## config.mk

```make
export PLATFORM = sky130hd
export DESIGN_NAME = fader_spike_reject_average
export DESIGN_NICKNAME = d
export VERILOG_FILES = /design/src/hw/rtl/fsra_pkg.sv /design/src/hw/rtl/fsra_window.sv /design/src/hw/rtl/fsra_level_calc.sv /design/src/hw/rtl/fader_spike_reject_average.sv
export SDC_FILE = /design/constraint.sdc
export NUM_CORES = 2
export LEC_CHECK = 0
export BUFFER_PORTS_ARGS = -buffer_cell sky130_fd_sc_hd__buf_2
export CORE_ASPECT_RATIO = 1.5
export CORE_UTILIZATION = 42
export CTS_CLUSTER_DIAMETER = 30
export CTS_CLUSTER_SIZE = 10
export DETAILED_ROUTE_END_ITERATION = 8
export PLACE_DENSITY = 0.69
export REMOVE_ABC_BUFFERS = 1
export SLEW_MARGIN = 40
export SYNTH_ARGS = -nofsm -noshare
export SYNTH_HDL_FRONTEND = slang
export SYNTH_HIERARCHICAL = 1
export SYNTH_SLANG_ARGS = --single-unit
```

## constraint.sdc

```tcl
create_clock -name clk -period 11.7 [get_ports clk]
set_input_delay 0.585 -clock clk [delete_from_list [all_inputs] [get_ports clk]]
set_output_delay 0.585 -clock clk [all_outputs]
set_load 0.01 [all_outputs]
```

## src/hw/rtl/fsra_pkg.sv

```systemverilog
// ----------------------------------------------------------------------------
// Fader spike-reject average: package
// Sizes, register codes, shared types and the window average function.
// ----------------------------------------------------------------------------
package fsra_pkg;

  localparam int FADERS  = 16;
  localparam int SAMPLES = 8;

  localparam int CH_W    = 4;
  localparam int SMP_W   = 8;
  localparam int CFG_W   = 8;
  localparam int SLOT_W  = $clog2(SAMPLES);
  localparam int ROW_W   = (FADERS > 1) ? $clog2(FADERS) : 1;
  localparam int SUM_W   = SMP_W + SLOT_W;
  localparam int WIN_W   = SAMPLES * SMP_W;

  // Reciprocal for the window average: exact floor(sum / SAMPLES) for every
  // sum below 2**SUM_W.
  localparam int DIV_K   = SUM_W + SLOT_W;
  localparam int DIV_M   = (1 << DIV_K) / SAMPLES + 1;
  localparam int DIV_M_W = SUM_W + 1;

  localparam logic [SMP_W-1:0] FULL_SCALE = 8'd255;

  localparam logic [CFG_W-1:0] SPIKE_LIMIT_RST = 8'd50;
  localparam logic [CFG_W-1:0] LOW_SNAP_RST    = 8'd3;
  localparam logic [CFG_W-1:0] HIGH_SNAP_RST   = 8'd252;

  localparam int REG_IDX_W = 2;
  localparam logic [REG_IDX_W-1:0] REG_SPIKE_LIMIT = 2'd0;
  localparam logic [REG_IDX_W-1:0] REG_LOW_SNAP    = 2'd1;
  localparam logic [REG_IDX_W-1:0] REG_HIGH_SNAP   = 2'd2;

  typedef logic [WIN_W-1:0]  row_t;
  typedef logic [SUM_W-1:0]  sum_t;
  typedef logic [SMP_W-1:0]  smp_t;
  typedef logic [SLOT_W-1:0] slot_t;
  typedef logic [ROW_W-1:0]  ridx_t;

  typedef struct packed {
    logic [CFG_W-1:0] spike_limit;
    logic [CFG_W-1:0] low_snap;
    logic [CFG_W-1:0] high_snap;
  } cfg_t;

  typedef struct packed {
    row_t row;
    sum_t sum;
    smp_t level;
  } calc_t;

  function automatic smp_t window_avg(input sum_t sum);
    logic [SUM_W+DIV_M_W-1:0] prod;
    prod = (SUM_W+DIV_M_W)'(sum) * (SUM_W+DIV_M_W)'(DIV_M);
    return prod[DIV_K +: SMP_W];
  endfunction

endpackage

```

## src/hw/rtl/fsra_window.sv

```systemverilog
// ----------------------------------------------------------------------------
// Fader spike-reject average: sample window store
// One row of SAMPLES samples per fader, registered read, per-row valid bits
// so that a row never written since reset reads as zeros.
// ----------------------------------------------------------------------------
module fsra_window (
  input  logic          clk,
  input  logic          rst,
  input  logic          rd_en,
  input  fsra_pkg::ridx_t rd_addr,
  output fsra_pkg::row_t  rd_row,
  input  logic          wr_en,
  input  fsra_pkg::ridx_t wr_addr,
  input  fsra_pkg::row_t  wr_row
);
  import fsra_pkg::*;

  row_t              mem [FADERS];
  logic [FADERS-1:0] row_vld;
  row_t              rd_q;
  logic              rd_vld_q;

  always_ff @(posedge clk) begin
    if (wr_en) begin
      mem[wr_addr] <= wr_row;
    end
    if (rd_en) begin
      rd_q <= mem[rd_addr];
    end
  end

  always_ff @(posedge clk) begin
    if (rst) begin
      row_vld  <= '0;
      rd_vld_q <= 1'b0;
    end else begin
      if (wr_en) begin
        row_vld[wr_addr] <= 1'b1;
      end
      if (rd_en) begin
        rd_vld_q <= row_vld[rd_addr];
      end
    end
  end

  assign rd_row = rd_vld_q ? rd_q : '0;

endmodule

```

## src/hw/rtl/fsra_level_calc.sv

```systemverilog
// ----------------------------------------------------------------------------
// Fader spike-reject average: level calculation
// Spike rejection against the previous slot, ring window update, running
// sum, average and snapping near zero and full scale.
// ----------------------------------------------------------------------------
module fsra_level_calc (
  input  fsra_pkg::cfg_t  cfg,
  input  fsra_pkg::row_t  row,
  input  fsra_pkg::sum_t  sum,
  input  fsra_pkg::slot_t slot,
  input  fsra_pkg::smp_t  sample,
  input  logic            init,
  output fsra_pkg::calc_t res
);
  import fsra_pkg::*;

  slot_t prev;
  smp_t  pre;
  smp_t  old;
  smp_t  diff;
  smp_t  stored;
  smp_t  avg;
  smp_t  snapped;
  row_t  row_next;
  sum_t  sum_next;

  always_comb begin
    prev = (slot == '0) ? SLOT_W'(SAMPLES - 1) : slot - 1'b1;
    pre  = row[int'(prev) * SMP_W +: SMP_W];
    old  = row[int'(slot) * SMP_W +: SMP_W];
    diff = (sample > pre) ? sample - pre : pre - sample;

    // Unless init is set, a jump beyond the limit repeats the previous sample instead.
    stored = (!init && (diff > cfg.spike_limit)) ? pre : sample;

    for (int i = 0; i < SAMPLES; i++) begin
      row_next[i*SMP_W +: SMP_W] = (slot == SLOT_W'(i)) ? stored : row[i*SMP_W +: SMP_W];
    end

    sum_next = sum - sum_t'(old) + sum_t'(stored);
    avg      = window_avg(sum_next);

    // Low snap first, then high snap on the already snapped value.
    snapped = (avg < cfg.low_snap) ? '0 : avg;
    if (snapped > cfg.high_snap) begin
      snapped = FULL_SCALE;
    end

    res.row   = row_next;
    res.sum   = sum_next;
    res.level = snapped;
  end

endmodule

```

## src/hw/rtl/fader_spike_reject_average.sv

```systemverilog
// ----------------------------------------------------------------------------
// Fader spike-reject average: top level
// Per-fader moving average with spike rejection and snapping of the ends.
// ----------------------------------------------------------------------------
// Usage:
//   Input transactions (in_valid/in_ready) carry one 8-bit sample for one
//   fader channel; faders are swept 0 to FADERS-1 and the ring slot moves on
//   after the last fader. Output transactions (out_valid/out_ready) carry the
//   channel, its snapped window average and a changed flag, one per input.
//   The user writes the three settings on the cfg port while the block is
//   idle; the block itself does not enforce this. The row store is read at
//   the accepting edge into the input stage. When that stage advances, the
//   row, running sum and held level of an in-range fader are updated and
//   the output register loads, which raises out_valid.
//   Throughput is one transaction per cycle unless the receiver stalls; the
//   row store is read and written once per cycle, and a write-to-read bypass
//   covers a fader that repeats in consecutive transactions.
//   Reset clears the windows at once through per-row valid bits, with no
//   clearing pass, resets the sums, held levels and slot, and restores the settings.
//   When the receiver stalls, the result holds in the output register, one
//   further transaction waits in the input stage, and then in_ready drops.
// ----------------------------------------------------------------------------
module fader_spike_reject_average (
  input  logic                            clk,
  input  logic                            rst,
  input  logic                            cfg_wr_en,
  input  logic [fsra_pkg::REG_IDX_W-1:0]  cfg_index,
  input  logic [fsra_pkg::CFG_W-1:0]      cfg_wdata,
  input  logic                            in_valid,
  output logic                            in_ready,
  input  logic [fsra_pkg::CH_W-1:0]       channel,
  input  logic [fsra_pkg::SMP_W-1:0]      sample,
  input  logic                            init,
  output logic                            out_valid,
  input  logic                            out_ready,
  output logic [fsra_pkg::CH_W-1:0]       out_channel,
  output logic [fsra_pkg::SMP_W-1:0]      level,
  output logic                            changed
);
  import fsra_pkg::*;

  cfg_t              cfg;
  logic              s1_valid;
  logic [CH_W-1:0]   s1_channel;
  smp_t              s1_sample;
  logic              s1_init;
  slot_t             write_slot;
  slot_t             write_slot_next;
  sum_t              sums [FADERS];
  smp_t              held [FADERS];
  logic              byp_valid;
  ridx_t             byp_idx;
  row_t              byp_row;

  logic              accept;
  logic              adv;
  logic              commit;
  logic              s1_in_range;
  ridx_t             s1_idx;
  row_t              mem_row;
  row_t              row_cur;
  calc_t             calc;
  logic              lvl_changed;

  assign accept      = in_valid && in_ready;
  assign adv         = s1_valid && (!out_valid || out_ready);
  assign in_ready    = !s1_valid || adv;
  assign s1_in_range = (CH_W + 1)'(s1_channel) < (CH_W + 1)'(FADERS);
  assign s1_idx      = s1_channel[ROW_W-1:0];
  assign commit      = adv && s1_in_range;

  // The bypass row is always the latest write, so it matches the store.
  assign row_cur     = (byp_valid && (byp_idx == s1_idx)) ? byp_row : mem_row;
  assign lvl_changed = held[s1_idx] != calc.level;
  assign write_slot_next = (write_slot == SLOT_W'(SAMPLES - 1)) ? '0 : write_slot + 1'b1;

  fsra_window u_window (
    .clk     (clk),
    .rst     (rst),
    .rd_en   (accept),
    .rd_addr (channel[ROW_W-1:0]),
    .rd_row  (mem_row),
    .wr_en   (commit),
    .wr_addr (s1_idx),
    .wr_row  (calc.row)
  );

  fsra_level_calc u_calc (
    .cfg    (cfg),
    .row    (row_cur),
    .sum    (sums[s1_idx]),
    .slot   (write_slot),
    .sample (s1_sample),
    .init   (s1_init),
    .res    (calc)
  );

  always_ff @(posedge clk) begin
    if (rst) begin
      cfg.spike_limit <= SPIKE_LIMIT_RST;
      cfg.low_snap    <= LOW_SNAP_RST;
      cfg.high_snap   <= HIGH_SNAP_RST;
    end else if (cfg_wr_en) begin
      unique case (cfg_index)
        REG_SPIKE_LIMIT: cfg.spike_limit <= cfg_wdata;
        REG_LOW_SNAP:    cfg.low_snap    <= cfg_wdata;
        REG_HIGH_SNAP:   cfg.high_snap   <= cfg_wdata;
        default: begin
        end
      endcase
    end
  end

  always_ff @(posedge clk) begin
    if (rst) begin
      s1_valid   <= 1'b0;
      out_valid  <= 1'b0;
      write_slot <= '0;
      byp_valid  <= 1'b0;
      for (int i = 0; i < FADERS; i++) begin
        sums[i] <= '0;
        held[i] <= '0;
      end
    end else begin
      if (accept) begin
        s1_valid <= 1'b1;
      end else if (adv) begin
        s1_valid <= 1'b0;
      end

      if (adv) begin
        out_valid <= 1'b1;
      end else if (out_ready) begin
        out_valid <= 1'b0;
      end

      if (commit) begin
        sums[s1_idx] <= calc.sum;
        held[s1_idx] <= calc.level;
        byp_valid    <= 1'b1;
        if (s1_channel == CH_W'(FADERS - 1)) begin
          write_slot <= write_slot_next;
        end
      end
    end
  end

  always_ff @(posedge clk) begin
    if (accept) begin
      s1_channel <= channel;
      s1_sample  <= sample;
      s1_init    <= init;
    end
    if (commit) begin
      byp_idx <= s1_idx;
      byp_row <= calc.row;
    end
    if (adv) begin
      out_channel <= s1_channel;
      level       <= s1_in_range ? calc.level : '0;
      changed     <= s1_in_range && lvl_changed;
    end
  end

endmodule

```

# Word-level counts from Yosys, hierarchy flattened
# Memory sizes are Yosys's and may differ from the RTL's. A register that Yosys moved wholly into a read port is not among the register bits.
# Index checks and enable logic that the tools add are counted.
[totals]
output_inout_bits = 15
n_memories = 3
mem_bits_rw = 1328
word_cells = 106
register_bits = 137
[op_classes]
n_mul = 1
reduce_logical = 20
n_eq_ne = 12
magnitude_cmp = 7
n_addsub = 6
mux = 38
n_shift = 2
n_bitwise = 1
[mem_list]
columns = ["memory", "words", "width", "rd", "rd_ports_with_merged_regs", "write_ports", "line", "source"]
rows = [
  ["u_window.mem", 16, 64, 1, 1, 1, "fsra_window.sv:18", "row_t mem [FADERS];"],
  ["sums", 16, 11, 1, 1, 16, "fader_spike_reject_average.sv:49", "sum_t sums [FADERS];"],
  ["held", 16, 8, 1, 1, 16, "fader_spike_reject_average.sv:50", "smp_t held [FADERS];"],
]
[ops]
columns = ["operator", "n"]
rows = [
  ["$mux W64", 2],
  ["$shiftx A64 B7 Y8", 2],
  ["$mux W8", 13],
  ["$gt A8 B8 Y1", 3],
  ["$mul A11 B12 Y22 const B", 1],
  ["$mux W4", 4],
  ["$or A16 B16 Y16", 1],
  ["$sub A8 B8 Y8", 2],
  ["$mux W1", 14],
  ["$eq A3 B3 Y1 const B", 4],
  ["$add A11 B8 Y11", 1],
  ["$mux W11", 1],
  ["$reduce_or A11 Y1", 1],
  ["$sub A11 B8 Y11", 1],
  ["$lt A4 B5 Y1 const B", 2],
  ["$lt A8 B8 Y1", 1],
  ["$ne A8 B8 Y1", 1],
  ["$reduce_and A2 Y1", 4],
  ["$reduce_or A8 Y1", 1],
  ["$eq A3 B2 Y1 const B", 2],
  ["$mux W3", 2],
  ["$logic_and A1 B1 Y1", 5],
  ["$bmux W1 S4", 1],
  ["$demux W1 S4", 1],
  ["other kinds (13)", 17],
]

# Logic depth before layout (Yosys ltp)
[depth]
ltp_word = 16
ltp_mapped = 55
depth_no_buf = 49

# By module
# Netlist, hierarchy kept.
[by_module_without_submodules]
columns = ["mod", "n_inst", "cells_per_inst", "area_per_inst_um2", "seq_area_each_um2"]
rows = [
  ["fsra_window", 1, 1643, 41443.5, 33011.7],
  ["fader_spike_reject_average", 1, 1165, 18681.7, 12512.0],
  ["fsra_level_calc", 1, 505, 3883.7, 0.0],
]

# Worst setup path after synthesis
# No wires, ideal clock.
[synth_timing]
kind = "register to register"
start = "register write_slot[1]"
end = "register changed, data pin"
arrival_time_ns = 11.593
slack_ns = -0.163
path_stages_with_launch = 50
path_buffers = 6
setup_ns = 0.269
required_time_ns = 11.431
cell_sequence = "dfxtp_1 clkbuf_1 clkbuf_1 inv_1 ha_1 a21oi_2 buf_6 mux4_2 mux2_2 ha_1 clkbuf_1 a21oi_1 a21oi_1 o32ai_1 buf_2 mux2i_1 o221ai_1 xor2_1 [... 14 more ...] inv_1 ha_1 a21o_1 a21oi_1 nor2b_1 a211oi_1 clkbuf_1 nor2_1 ha_1 a21oi_1 nor2b_1 o21ai_0 nand2b_1 o22ai_1 o21ai_0 xnor2_1 nor4_2 nand4_1"
[synth_rtl]
columns = ["item", "line", "source"]
rows = [
  ["start: declaration", "fader_spike_reject_average.sv:47", "slot_t write_slot;"],
  ["start signal: assignment", "fader_spike_reject_average.sv:142", "write_slot <= write_slot_next;"],
  ["end signal: assignment", "fader_spike_reject_average.sv:161", "changed <= s1_in_range && lvl_changed;"],
  ["end: declaration", "fader_spike_reject_average.sv:38", "output logic changed"],
]

==> key figures <==
Worst setup path
  – Critical path's largest stage delay: 540 ps
  – Most used cell, CP: ha_1
  – Critical Path Fanout Max: 18
  – Worst setup EP type: register
  – CP Launch Type: register
  – R2R setup slack: 370 ps
  – Family with the most delay on the worst path: compound AO/OA/AOI/OAI gates
  – CP required: 12250 ps
  – Slowest cell on crit path: or4_1
  – Crit path arrival time: 11880 ps
  – CP Buf/Inv Count: 6
  – WS Path Type: register to register

Timing
  – Sum Neg Setup Slack: 0 ps
  – Period utilization: 96.8%
  – Hold Slack: 51.5 ps
  – Setup Viol. Count Final: 0
  – Peak Freq: 0.0883 GHz
  – Pins over their slew limit: 0
  – Measured slew at the worst slew-check pin: 910 ps
  – Crit path time final: 11330 ps
  – Final Hold Fails: 0
  – Clock Skew: 45.2 ps
  – Slew margin rel.: 39.3%

Yosys
  – Largest family of logic cells by synthesized area: multiplexers
  – Synth Warn #: 6
  – Count leader, synth: edfxtp_1
  – Sequential fraction of the synthesis area: 71.1%
  – Post-synthesis simple-gate area fraction: 5.83%
  – Post-synth EDFFs: 1482
  – Commonest cells post-synth: 1482 x edfxtp_1, 429 x mux4_2, 351 x and2_1
  – Most area-hungry cell type in the Yosys netlist: edfxtp_1
  – Synth Area per Inst: 19.3 um2
  – Syn Inst Count: 3313
  – Post-Synth Adder-Cell Area: 1.41%
  – Post-synth top area share: 69.5%
  – Mux contribution to synthesized area: 17.7%
  – Synthesized area: 0.0640 mm2
  – Seq cells post-synth: 1533
  – Ys async rst share: 0%
  – XOR/XNOR Fraction of Synth Area: 0.301%
  – Top FF cell, synth: edfxtp_1
  – Area contributors post-synth: edfxtp_1 70%, mux4_2 15%, and2_1 3.4%
  – Compound-Gate Fraction of Synth Area: 1.64%
  – Post-synthesis cell type count: 67

Power and ir drop
  – Sw Ratio: 25.1%
  – Clk pwr share: 40.7%
  – Seq pwr share: 45.7%
  – Power Dens Cells: 184 mW/mm2
  – Leakage power: 0.0252 uW
  – Combinational Power Share: 13.6%
  – P_sw: 3420 uW
  – Cell-internal power: 10200 uW
  – Peak supply drop: 0.235 mV

Finish
  – Share of cells above drive strength 1: 30.0%
  – Fillers: 12.2k
  – Final nets: 3660
  – Area Overhead vs Synth: 15.5%
  – Register area: 0.0455 mm2
  – Post-Layout Inst Area: 0.0739 mm2
  – Multi-input logic area: 0.0175 mm2

Global route
  – Vias in the first global route: 33.8k
  – Total Routing Usage GR: 20.7%
  – GRT overflow: 0
  – Initial antenna violation count: 3
  – Global-route wire length before repair: 230000 um
  – Largest net degree at the start of global routing: 125

Clock tree
  – TritonCTS clock tree: yes
  – Cts bufs inserted: 194
  – Clk Latency, worst-skew pair: 830 ps
  – CTS root buf: clkbuf_16
  – Sink Count: 1533
  – CTS Buffer Depth: 3
  – H-tree Lvls: 4
  – Clk pin slew, worst setup/hold paths: 60 ps

Floorplan
  – Ports: 43
  – Starting Density: 42.2%
  – FP Rows: 175
  – Die width: 321 um
  – Die area: 0.154 mm2
  – Die Span Y: 480 um
  – Core box area: 0.152 mm2

Placed design
  – Final Wtd Congestion: 0.876
  – IO buf count: 42
  – Placed standard-cell area: 0.0675 mm2
  – Post-detail-place hpwl: 87400 um

Drt
  – DRC: 0
  – Initial DRC count: 3107
  – Drt via density: 5.70
  – Routed Antenna Nets: 0
  – Via count: 32.5k
  – DR WL/cell: 27.9 um
  – Total iterations of the first detailed-routing run: 5
  – Post-Route WL: 159000 um

Min path
  – Worst Hold Class: input port to register

Run
  – Maxcap violations: 0

Run status
  – Status: finished, final reports clean
worst min-delay path: cells and delay by family:
family,cells,cell delay (ps)
buf+inv,1,120
simple gates,2,120
routing by layer:
| layer | share of wire [%] | vias to the layer above | routed length, um | global-route usage [%] |
|---|---|---|---|---|
| met5 | 0 | - | 0 | 0 |
| li1 | - | 13700 | - | - |
| met2 | 53 | 1368 | 84700 | 37.1 |
| met4 | 4.1 | 0 | 6500 | 9.06 |
| met3 | 6.3 | 316 | 10100 | 3.20 |
| met1 | 36 | 17200 | 58100 | 24.6 |
power groups by stage:
stage / combinational (uW) / clock, uW / sequential, uW
after global routing: 1990 / 5810 / 6240
final: 1850 / 5550 / 6230
after global placement: 1680 / 0 / 6340
after floorplan: 952 / 0 / 6350
after CTS: 1750 / 5620 / 6230
after detailed placement: 1720 / 0 / 6340
final cells by class:
class	instances	share of cell area, %
inverter	82	0.423
timing repair buffer	254	2.84
multi-input combinational	1501	23.7
tap	2035	3.44
antenna	2	0.00677
clock inverter	61	1.08
sequential	1533	61.6
clock buffer	240	6.97
flip-flops by register name (all words and copies together) (netlist names), 8 cells and up, named ones only:
register,count
byp_row,64
cfg,24
held,128
level,8
s1_sample,8
sums,176
u_window/mem,1024
u_window/rd_q,64
u_window/row_vld,16
cell families after synthesis:
family	count (synthesis)
compound gates	168
xor+xnor	22
fa+ha+maj	66
buf+inv	279
flops	1533
mux	571
simple gates	674
final timing paths:
check	cells after the start	start	to
min reg2reg	2	cfg[7]	cfg[7]
min	3	cfg_wdata[7]	cfg[7]
max reg2reg	48	s1_channel[0]	changed
max	48	s1_channel[0]	changed
layout by cell type (no fill, tap or decap), drive strengths merged, types with 15 or more instances in the layout:
cell and count:
clkbuf 242, edfxtp 1482, mux2i 52, nor2 94
nand2b 16, xnor2 15, inv 92, mux4 435
ha 56, or2 15, and3 20, and2 351
a21oi 24, nor2b 20, mux2 84, nor3 18
o21ai 82, nand2 102, clkinv 34, buf 247
dfxtp 51
stage by stage:
stage                     worst slack (ps)  utilization (%)  total power, uW  std cells
final                                  370             48.8            13600       5708
after CTS                             55.1             48.5            13600       5678
after detailed placement              -178             44.6             8070       5372
after global placement                11.0             44.5             8020       5366
after global routing                 -83.2             48.8            14000       5707
after floorplan                      -1790                -             7300       3116
repair_timing:
| item | CTS | global route |
|---|---|---|
| setup endpoints to repair | 17 | 137 |
| cloned | 0 | 2 |
| pin swaps | 1 | 14 |
| setup buffers | 1 | 23 |
| gates resized for setup | 6 | 22 |
| endpoints found under the hold margin | 4 | 0 |
| hold buffers | 4 | 0 |
Note: power is estimated with default switching activity, not from simulation.
